[src/rtl/sasd_pkg.sv]
// Shared types and constants of the short address stream decoder.
`timescale 1ns / 1ps

package sasd_pkg;

	// Descriptor ranges and special byte values.
	localparam logic [7:0] DESC_ONE_MAX  = 8'hDC;
	localparam logic [7:0] DESC_TWO_MIN  = 8'hDD;
	localparam logic [7:0] DESC_TWO_MAX  = 8'hF0;
	localparam logic [7:0] DESC_THREE    = 8'hF1;
	localparam logic [7:0] DESC_FIVE     = 8'hF2;
	localparam logic [7:0] DESC_PUBLIC   = 8'hFF;
	localparam logic [7:0] THREE_MIN     = 8'h14;
	localparam logic [7:0] ANY_LOW_BYTE  = 8'h09;
	localparam logic [7:0] ZERO_BYTE     = 8'h00;

	// Encoded lengths in bytes.
	localparam logic [2:0] LEN_NONE  = 3'd0;
	localparam logic [2:0] LEN_ONE   = 3'd1;
	localparam logic [2:0] LEN_TWO   = 3'd2;
	localparam logic [2:0] LEN_THREE = 3'd3;
	localparam logic [2:0] LEN_FIVE  = 3'd5;

	// Status codes.
	localparam logic [1:0] STATUS_OK      = 2'd0;
	localparam logic [1:0] STATUS_UNKNOWN = 2'd1;
	localparam logic [1:0] STATUS_BELOW   = 2'd2;

	// Decoder state between bytes.
	typedef struct packed {
		logic        collecting;
		logic [2:0]  seen;
		logic [2:0]  expected;
		logic [7:0]  desc;
		logic [39:0] buffer;
	} sasd_state_t;

	// One result item.
	typedef struct packed {
		logic [39:0] address_value;
		logic [2:0]  length_bytes;
		logic [1:0]  status_code;
		logic        public_flag;
		logic        any_flag;
	} sasd_result_t;

endpackage

[src/rtl/short_address_stream_decoder_unit.sv]
// Top level of the short address stream decoder.
`timescale 1ns / 1ps

// Short address stream decoder.
// Header bytes enter on the input channel (in_valid, in_stall, data_byte,
// start_flag), one item per byte; start_flag marks the descriptor byte and
// drops any partial address. When an address completes, or is found to be
// malformed, one result item leaves on the output channel (out_valid,
// out_stall, address_value, length_bytes, status_code, public_flag,
// any_flag). Bytes that complete nothing give no result.
// One byte is accepted every cycle while in_stall is low: the decode state
// is updated in the cycle the byte is taken, and its result is registered
// in the output register, or in a one-entry skid register behind it, so the
// block keeps taking bytes while a result waits. Only when both hold results
// does in_stall rise, and it falls again once the receiver takes a result.
// Reset clears the decode state and both result valid flags; the block then
// waits for a descriptor byte and ignores stray bytes until one arrives.
module short_address_stream_decoder_unit (
	input  logic        clk,
	input  logic        arst_n,
	input  logic        in_valid,
	output logic        in_stall,
	input  logic [7:0]  data_byte,
	input  logic        start_flag,
	output logic        out_valid,
	input  logic        out_stall,
	output logic [39:0] address_value,
	output logic [2:0]  length_bytes,
	output logic [1:0]  status_code,
	output logic        public_flag,
	output logic        any_flag
);

	sasd_pkg::sasd_state_t  state_q;
	sasd_pkg::sasd_state_t  state_next;
	sasd_pkg::sasd_result_t step_res;
	sasd_pkg::sasd_result_t out_res_q;
	sasd_pkg::sasd_result_t skid_res_q;
	logic                   step_emit;
	logic                   out_valid_q;
	logic                   skid_valid_q;
	logic                   in_take;
	logic                   out_free;
	logic                   new_res;

	sasd_step u_step (
		.cur        (state_q),
		.data_byte  (data_byte),
		.start_flag (start_flag),
		.nxt        (state_next),
		.emit       (step_emit),
		.res        (step_res)
	);

	// The skid register only fills while the output register is held.
	assign in_stall = skid_valid_q;
	assign in_take  = in_valid && !skid_valid_q;
	assign new_res  = in_take && step_emit;
	assign out_free = !out_valid_q || !out_stall;

	always_ff @(posedge clk or negedge arst_n) begin
		if (!arst_n) begin
			state_q      <= '0;
			out_valid_q  <= 1'b0;
			skid_valid_q <= 1'b0;
		end else begin
			if (in_take) begin
				state_q <= state_next;
			end
			if (out_free) begin
				out_valid_q  <= skid_valid_q || new_res;
				skid_valid_q <= 1'b0;
			end else if (new_res) begin
				skid_valid_q <= 1'b1;
			end
		end
	end

	// Result payload carries no reset.
	always_ff @(posedge clk) begin
		if (out_free) begin
			if (skid_valid_q) begin
				out_res_q <= skid_res_q;
			end else if (new_res) begin
				out_res_q <= step_res;
			end
		end else if (new_res) begin
			skid_res_q <= step_res;
		end
	end

	assign out_valid     = out_valid_q;
	assign address_value = out_res_q.address_value;
	assign length_bytes  = out_res_q.length_bytes;
	assign status_code   = out_res_q.status_code;
	assign public_flag   = out_res_q.public_flag;
	assign any_flag      = out_res_q.any_flag;

	// A waiting skid entry always sits behind a held output.
	assert property (@(posedge clk) disable iff (!arst_n) skid_valid_q |-> out_valid_q)
		else $error("skid entry without output entry");

	// A partial address never has all its bytes yet.
	assert property (@(posedge clk) disable iff (!arst_n)
		state_q.collecting |-> (state_q.seen < state_q.expected))
		else $error("partial address already complete");

	// A valid result has a length, an error result has none.
	assert property (@(posedge clk) disable iff (!arst_n)
		out_valid_q |-> ((out_res_q.status_code == sasd_pkg::STATUS_OK)
		== (out_res_q.length_bytes != sasd_pkg::LEN_NONE)))
		else $error("status and length disagree");

endmodule

[src/rtl/sasd_step.sv]
// Next-state and result logic for one header byte.
`timescale 1ns / 1ps

module sasd_step (
	input  sasd_pkg::sasd_state_t  cur,
	input  logic [7:0]             data_byte,
	input  logic                   start_flag,
	output sasd_pkg::sasd_state_t  nxt,
	output logic                   emit,
	output sasd_pkg::sasd_result_t res
);

	function automatic sasd_pkg::sasd_result_t make_result(input logic [39:0] value,
		input logic [2:0] len, input logic [1:0] status);
		sasd_pkg::sasd_result_t r;
		r.address_value = value;
		r.length_bytes  = len;
		r.status_code   = status;
		r.public_flag   = (len == sasd_pkg::LEN_TWO) && (value[15:8] == sasd_pkg::DESC_PUBLIC);
		r.any_flag      = (len == sasd_pkg::LEN_TWO) &&
			(value == {24'd0, sasd_pkg::DESC_PUBLIC, sasd_pkg::ANY_LOW_BYTE});
		return r;
	endfunction

	always_comb begin
		logic [39:0] shifted;
		logic [2:0]  seen_next;
		nxt       = cur;
		emit      = 1'b0;
		res       = make_result(40'd0, sasd_pkg::LEN_NONE, sasd_pkg::STATUS_OK);
		shifted   = {cur.buffer[31:0], data_byte};
		seen_next = cur.seen + 3'd1;

		if (start_flag) begin
			nxt            = '0;
			nxt.collecting = 1'b1;
			nxt.seen       = 3'd1;
			nxt.desc       = data_byte;
			nxt.buffer     = {32'd0, data_byte};
			if (data_byte <= sasd_pkg::DESC_ONE_MAX) begin
				nxt  = '0;
				emit = 1'b1;
				res  = make_result({32'd0, data_byte}, sasd_pkg::LEN_ONE, sasd_pkg::STATUS_OK);
			end else if ((data_byte >= sasd_pkg::DESC_TWO_MIN && data_byte <= sasd_pkg::DESC_TWO_MAX)
				|| data_byte == sasd_pkg::DESC_PUBLIC) begin
				nxt.expected = sasd_pkg::LEN_TWO;
			end else if (data_byte == sasd_pkg::DESC_THREE) begin
				nxt.expected = sasd_pkg::LEN_THREE;
			end else if (data_byte == sasd_pkg::DESC_FIVE) begin
				nxt.expected = sasd_pkg::LEN_FIVE;
			end else begin
				nxt  = '0;
				emit = 1'b1;
				res  = make_result(40'd0, sasd_pkg::LEN_NONE, sasd_pkg::STATUS_UNKNOWN);
			end
		end else if (cur.collecting) begin
			nxt.seen   = seen_next;
			nxt.buffer = shifted;
			// Overlong forms are caught on the first byte that shows them.
			if ((seen_next == 3'd2 && ((cur.desc == sasd_pkg::DESC_TWO_MIN
				&& data_byte < sasd_pkg::DESC_TWO_MIN)
				|| (cur.desc == sasd_pkg::DESC_THREE && data_byte < sasd_pkg::THREE_MIN)))
				|| (seen_next == 3'd3 && cur.desc == sasd_pkg::DESC_FIVE
				&& cur.buffer[7:0] == sasd_pkg::ZERO_BYTE && data_byte == sasd_pkg::ZERO_BYTE)) begin
				nxt  = '0;
				emit = 1'b1;
				res  = make_result(40'd0, sasd_pkg::LEN_NONE, sasd_pkg::STATUS_BELOW);
			end else if (seen_next >= cur.expected) begin
				nxt  = '0;
				emit = 1'b1;
				res  = make_result(shifted, cur.expected, sasd_pkg::STATUS_OK);
			end
		end
	end

endmodule
[config.mk]
export PLATFORM = sky130hd
export DESIGN_NAME = short_address_stream_decoder_unit
export DESIGN_NICKNAME = d
export VERILOG_FILES = /design/src/rtl/sasd_pkg.sv /design/src/rtl/short_address_stream_decoder_unit.sv /design/src/rtl/sasd_step.sv
export SDC_FILE = /design/constraint.sdc
export NUM_CORES = 1
export LEC_CHECK = 0
export BUFFER_PORTS_ARGS = -buffer_cell sky130_fd_sc_hd__buf_2
export CORE_ASPECT_RATIO = 1.75
export CORE_MARGIN = 2
export CORE_UTILIZATION = 54
export DETAILED_ROUTE_END_ITERATION = 8
export GPL_TIMING_DRIVEN = 0
export PLACE_DENSITY_LB_ADDON = 0.3
export SYNTH_ARGS = -nofsm -noshare
export SYNTH_HDL_FRONTEND = slang
export SYNTH_HIERARCHICAL = 1
export SYNTH_SLANG_ARGS = --single-unit
[constraint.sdc]
create_clock -name clk -period 4.9 [get_ports clk]
set_clock_uncertainty 0.05 [all_clocks]
set_input_delay 0.98 -clock clk [delete_from_list [all_inputs] [get_ports clk]]
set_output_delay 0.98 -clock clk [all_outputs]
set_load 0.01 [all_outputs]
==> results.ini, run 1 <==
[run_status]
outcome=completed

[setup_path]
critical_path.reg2reg.endpoint=length_bytes[0]$_DFFE_PP_
critical_path_required_ns=4.96
critical_path.cell_chain=buf_2 > nor4_1 > nand4_1 > or3_4 > o31ai_1 > o31ai_1 > clkbuf_1 > nor2_1 > a21oi_1 > a21oi_4 > buf_12
crit_path_top_delay_cell=sky130_fd_sc_hd__nor4_1
path_buf_inv=3
end_kind=flip-flop
critical_path.max_stage_delay_ns=0.50
crit-reg2reg-launch=state_q[51]$_DFFE_PN0P_
critical_path.max_fanout=32
worstSetupStartpointType=primary input
cp_data_arrival_time_ns=3.98
critical_path_s_top_delay_family=simple AND/OR/NAND/NOR gates
regToRegSetupSlack_ns=1.12
worst-r2r-cell-count=12
cpMostUsedCell=sky130_fd_sc_hd__o31ai_1
worstSetupPathType=in -> reg

[route]
post_drt_via_cell_ratio=5.90
detailedRoute.firstIterationViolations=319
dr_pass1_iterations=5
post_route_drc_violation_count=0
wire_per_inst_um=19.2
dr_total_vias=4286
number_of_nets_with_antenna_violations_after_routing=0
final_wirelength_mm=14.0

[worst_hold_path]
min_path_cells=1
hold-path-endpoint=state_q[44]$_DFFE_PN0P_
holdCritPathClass=reg -> reg
hold_crit_start=state_q[44]$_DFFE_PN0P_

[floorplan]
coreArea_um2=12000
floorplan.rows=53
initial_core_util_pct=55.3
design.portCount=62
die-height_um=151
dieArea_um2=13200
chipWidth_um=87.8

[power]
power_switching_share_pct=24.9
total_leakage_power_nw=3.27
net-switching-power_mw=0.734
power.density_cell_area_nw_per_um2=380
internal_power_mw=2.21
sequentialPowerShare_pct=48.5
total_power_mw=2.95
p_clk_share_pct=40.6
combinationalPowerShare_pct=10.9
ir_drop_worst_case_vdd_mv=0.265

[cells_and_area]
finalCoreUtilization_pct=64.5
layout-drive-gt1-share_pct=30.5
layout.cells.most_common_list=sky130_fd_sc_hd__edfxtp_1, sky130_fd_sc_hd__buf_2, sky130_fd_sc_hd__mux2_2
finish.net_count=568
layout.cells.most_common=sky130_fd_sc_hd__edfxtp_1
antenna_cells=0
synthToLayoutAreaGrowth_pct=16.7

[synthesis]
avgSynthCellArea_um2=14.2
mappedNetlistArea_um2=6640
count_of_mapped_cells_out_of_synthesis=468
mappedNetlistNets=487
yosysWarningCount=6

[clock_tree]
clock_sinks=143
max-clock-path-buffers=2
worst_setup_hold_path_clk_slew_ns=0.06
cts-htree-levels=4
post_cts_buffers=0
tritoncts=built
clock_insertion_delay_worst_skew_ns=0.41
ctsResizeCount=0
cts_hold_buf=0
tritoncts.num_buffers=17
clock-root-buffer=sky130_fd_sc_hd__clkbuf_16

[global_route]
globalRoute.totalOverflow=0
grt_start_max_net_pins=50
grt_pass1_wl_mm=22.0
first_global_vias=4228
globalRouteTotalUtil_pct=22.3
grt_antenna_before_repair=0

[sta]
setup_violation_total_in_the_final_timing_report=0
post-route-period-util_pct=80.2
timing.fmax_mhz=255
final_period_minus_worst_setup_slack_ns=3.93
worst_hold_slack_ns=0.483
rsz0062_at_grt=false
timing_worst_slew_pin_value_ns=1.14
maxSlewHeadroom_pct=24.0
slew_violations=0
totalNegativeSetupSlack_ns=0
final_hold_viol_count=0

[place]
port_buffers=60
dp_hpwl_mm=9.83
gp_congestion=0.946

[job]
drv.max_cap_violation_count=0

## power groups by stage
stage | Clock, mW | Combinational [mW] | Sequential [mW]
after floorplan | 0 | 0.180 | 1.47
after global placement | 0 | 0.305 | 1.45
after detailed placement | 0 | 0.322 | 1.45
after CTS | 1.21 | 0.323 | 1.43
after global routing | 1.26 | 0.348 | 1.44
final | 1.20 | 0.321 | 1.43
## how the worst max path moves through the flow
stage | to | from | slack, ns | cells past startpoint
floorplan | address_value[0]$_DFFE_PP_ | data_byte[0] | 0.59 | 9
global placement | length_bytes[2]$_DFFE_PP_ | data_byte[0] | -0.43 | 10
detailed placement | address_value[1]$_DFFE_PP_ | data_byte[0] | 0.58 | 11
CTS | address_value[12]$_DFFE_PP_ | data_byte[0] | 1.02 | 11
global route | address_value[8]$_DFFE_PP_ | data_byte[0] | 0.78 | 11
finish | length_bytes[0]$_DFFE_PP_ | data_byte[0] | 0.97 | 11
## flip-flops by register name, summed over array words and instances, names as in the netlist
name / flops
status_code: 2
out_valid: 1
length_bytes: 3
address_value: 40
public_flag: 1
skid_res_q: 47
state_q: 47
any_flag: 1
in_stall: 1
## routing by layer
metal  track usage, %  vias to the layer above  part of all wire (%)
met5                0                        -                     0
li1                 -                     1961                     -
met4             13.0                        0                   4.2
met3             4.06                       40                   3.3
met1             25.0                     2153                    38
met2             38.8                      132                    55
## per-stage QoR
stage                     instances  instance area [um2]  setup WS, ns
after CTS                       726                 7740          1.02
final                           726                 7740         0.973
after global placement          693                 7150        -0.433
after detailed placement        695                 7200         0.579
after global routing            726                 7740         0.775
after floorplan                 468                 6640         0.589
## layout make-up
| cell class | count | area, um2 |
|---|---|---|
| fill | 899 | 4260 |
| clock inverter | 13 | 118 |
| inverter | 8 | 30.0 |
| clock buffer | 18 | 429 |
| timing repair buffer | 62 | 340 |
| sequential | 143 | 4050 |
| multi-input combinational | 288 | 2410 |
| buffer | 29 | 160 |
| tap | 165 | 206 |
Note: power is estimated with default switching activity, not from simulation.
==> inputs of run 2 (changes only) <==
Settings changed: CORE_UTILIZATION 54 to 60.
Clock period 4.9 ns to 3.9 ns, I/O delays scaled along.
==> run 2 against run 1 <==
Final cell count is 3.9% lower; sequential power is 26% higher; wire length is 4.1% higher; clock power is 41% higher; via count is 0.84% higher; total power is 33% higher; die area is 9.6% lower; combinational power is 32% higher; worst setup slack worse by 0.67 ns; first-iteration DRC count is 5.3% lower; global-route usage is 3.2 points higher; final area is 0.97% higher; critical endpoint is now any_flag$_DFFE_PP_; highest routed layer unchanged.
==> results.ini, run 2 (synthesis gave the netlist of run 1 again) <==
[run_status]
outcome=completed

[power]
p_clk_share_pct=43.2  ; +2.6 points
ir_drop_worst_case_vdd_mv=0.365  ; +38%
sequentialPowerShare_pct=46.0  ; -2.5 points
power.density_cell_area_nw_per_um2=500  ; +31%
total_leakage_power_nw=3.34  ; +2.0%
net-switching-power_mw=0.953  ; +30%
combinationalPowerShare_pct=10.9  ; about the same
internal_power_mw=2.96  ; +34%
total_power_mw=3.91  ; +33%
power_switching_share_pct=24.4  ; -0.52 points

[sta]
final_hold_viol_count=0  ; unchanged
finalWorstSetupSlack_ns=0.299  ; -0.673 ns
rsz0062_at_grt=false
post-route-period-util_pct=92.3
timing.fmax_mhz=278
setup_violation_total_in_the_final_timing_report=0  ; unchanged
slew_violations=0  ; unchanged
timing_worst_slew_pin_value_ns=1.13  ; -0.00860 ns
maxSlewHeadroom_pct=24.5  ; +0.57 points
final_period_minus_worst_setup_slack_ns=3.60

[floorplan]
coreArea_um2=10800  ; -10%
chipWidth_um=83.5  ; -4.9%
die-height_um=143  ; -5.0%
dieArea_um2=12000  ; -9.6%
floorplan.rows=50  ; -5.7%
design.portCount=62  ; unchanged
initial_core_util_pct=61.7  ; +6.4 points

[cells_and_area]
layout.cells.non_filler=698  ; -3.9%
layout.cells.most_common_list=sky130_fd_sc_hd__edfxtp_1, sky130_fd_sc_hd__buf_2, sky130_fd_sc_hd__mux2_2
finalInstanceArea_um2=7820  ; +0.97%
synthToLayoutAreaGrowth_pct=17.8
layout.cells.most_common=sky130_fd_sc_hd__edfxtp_1
layout-drive-gt1-share_pct=31.7  ; +1.2 points
finish.net_count=574  ; +1.1%
finalCoreUtilization_pct=72.7  ; +8.1 points
antenna_cells=0  ; unchanged
n_fill_cell=725  ; -19%

[setup_path]
worstSetupStartpointType=flip-flop
critical_path.cell_chain=ha_1 > xnor2_1 > inv_1 > ha_1 > a21oi_1 > nand2_1 > o31ai_1 > clkbuf_2 > nor2_1 > a21oi_1 > a21oi_4 > buf_12
critical_path.max_fanout=33  ; +3.1%
critical_path_s_top_delay_family=compound AO/OA/AOI/OAI gates
critical_path.max_stage_delay_ns=0.46  ; -0.04 ns
path_buf_inv=3  ; unchanged
cp_data_arrival_time_ns=3.72  ; -0.26 ns
critical_path_required_ns=4.01  ; -0.95 ns
crit_path_top_delay_cell=sky130_fd_sc_hd__dfrtp_1
worstSetupPathType=reg -> reg
end_kind=flip-flop

[job]
drv.max_cap_violation_count=0  ; unchanged

[route]
dr_pass1_iterations=4  ; -1
post_drt_via_cell_ratio=6.19  ; +4.9%
number_of_nets_with_antenna_violations_after_routing=0  ; unchanged
dr_total_vias=4322  ; +0.84%
final_wirelength_mm=14.5  ; +4.1%
detailedRoute.firstIterationViolations=302  ; -5.3%
wire_per_inst_um=20.8  ; +8.3%
post_route_drc_violation_count=0  ; unchanged

[place]
gp_congestion=0.919  ; -2.9%
dp_hpwl_mm=10.4  ; +5.5%
placed_cell_count=660  ; -5.0%
dpl-instance-area_um2=7150  ; -0.61%
port_buffers=60  ; unchanged
dp_slack_ns=-0.344  ; -0.922 ns

[global_route]
grt_pass1_wl_mm=23.0  ; +4.7%
first_global_vias=4409  ; +4.3%
grt_antenna_before_repair=0  ; unchanged
grt_start_max_net_pins=50  ; unchanged
globalRouteTotalUtil_pct=25.5  ; +3.2 points
globalRoute.totalOverflow=0  ; unchanged

[worst_hold_path]
holdCritPathClass=reg -> reg

[clock_tree]
cts_hold_buf=0  ; unchanged
tritoncts=built
clock_sinks=143  ; unchanged
tritoncts.num_buffers=17  ; unchanged
worst_setup_hold_path_clk_slew_ns=0.06  ; about the same
clock-root-buffer=sky130_fd_sc_hd__clkbuf_16
clock_insertion_delay_worst_skew_ns=0.42  ; about the same
cts-htree-levels=4  ; unchanged
max-clock-path-buffers=2  ; unchanged

-- run 2: cell count changes in the layout (fill, tap and decap cells not counted), sizes merged --
cell and delta:
bufinv +2, buf +6, clkbuf +1, clkinv -7, inv +5
-- run 2: final cells by class --
type,instances,area [um2],area share [%]
buffer,29,161,2.06
clock buffer,19,443,5.66
clock inverter,13,176,2.26
tap,130,163,2.08
sequential,143,4050,51.8
timing repair buffer,68,385,4.93
inverter,8,30.0,0.384
multi-input combinational,288,2410,30.8
-- run 2: worst paths after layout --
path | startpoint | to | slack, ns | depth (start not counted)
worst min register to register | state_q[46]$_DFFE_PN0P_ | state_q[46]$_DFFE_PN0P_ | 0.48 | 1
worst max-delay path | state_q[51]$_DFFE_PN0P_ | any_flag$_DFFE_PP_ | 0.30 | 12
worst min-delay path | state_q[46]$_DFFE_PN0P_ | state_q[46]$_DFFE_PN0P_ | 0.48 | 1
max in group asynchronous | arst_n | state_q[6]$_DFFE_PN0P_ | 2.57 | 1
worst max register to register | state_q[51]$_DFFE_PN0P_ | any_flag$_DFFE_PP_ | 0.30 | 12
min in group asynchronous | arst_n | state_q[46]$_DFFE_PN0P_ | 0.53 | 1
-- run 2: routing by layer --
| layer | GRT usage (%) | part of all wire [%] | routed length [um] | up-vias |
|---|---|---|---|---|
| met3 | 5.55 | 3.4 | 501 | 39 |
| met2 | 46.3 | 55 | 7940 | 116 |
| met5 | 0 | 0 | 0 | - |
| li1 | - | - | - | 1965 |
| met4 | 14.3 | 4.6 | 669 | 0 |
| met1 | 27.3 | 37 | 5430 | 2202 |
-- run 2: power by group through the flow --
| stage | Combinational (mW) | Clock (mW) | Sequential [mW] |
|---|---|---|---|
| final | 0.424 | 1.69 | 1.80 |
| after global routing | 0.459 | 1.77 | 1.81 |
| after CTS | 0.413 | 1.71 | 1.80 |
| after detailed placement | 0.410 | 0 | 1.83 |
| after global placement | 0.388 | 0 | 1.83 |
| after floorplan | 0.227 | 0 | 1.84 |
-- run 2: timing repair --
item	4_1_cts	5_1_grt
resized for setup	0	2
setup endpoints to repair	0	70
setup buffers	0	6
-- run 2: metrics by stage --
stage          hold slack (ns)  setup TNS, ns
5_1_grt                  0.489              0
6_report                 0.481              0
4_1_cts                  0.479              0
3_3_place_gp             0.459         -85.73
2_1_floorplan            0.434              0
3_5_place_dp             0.465         -16.47
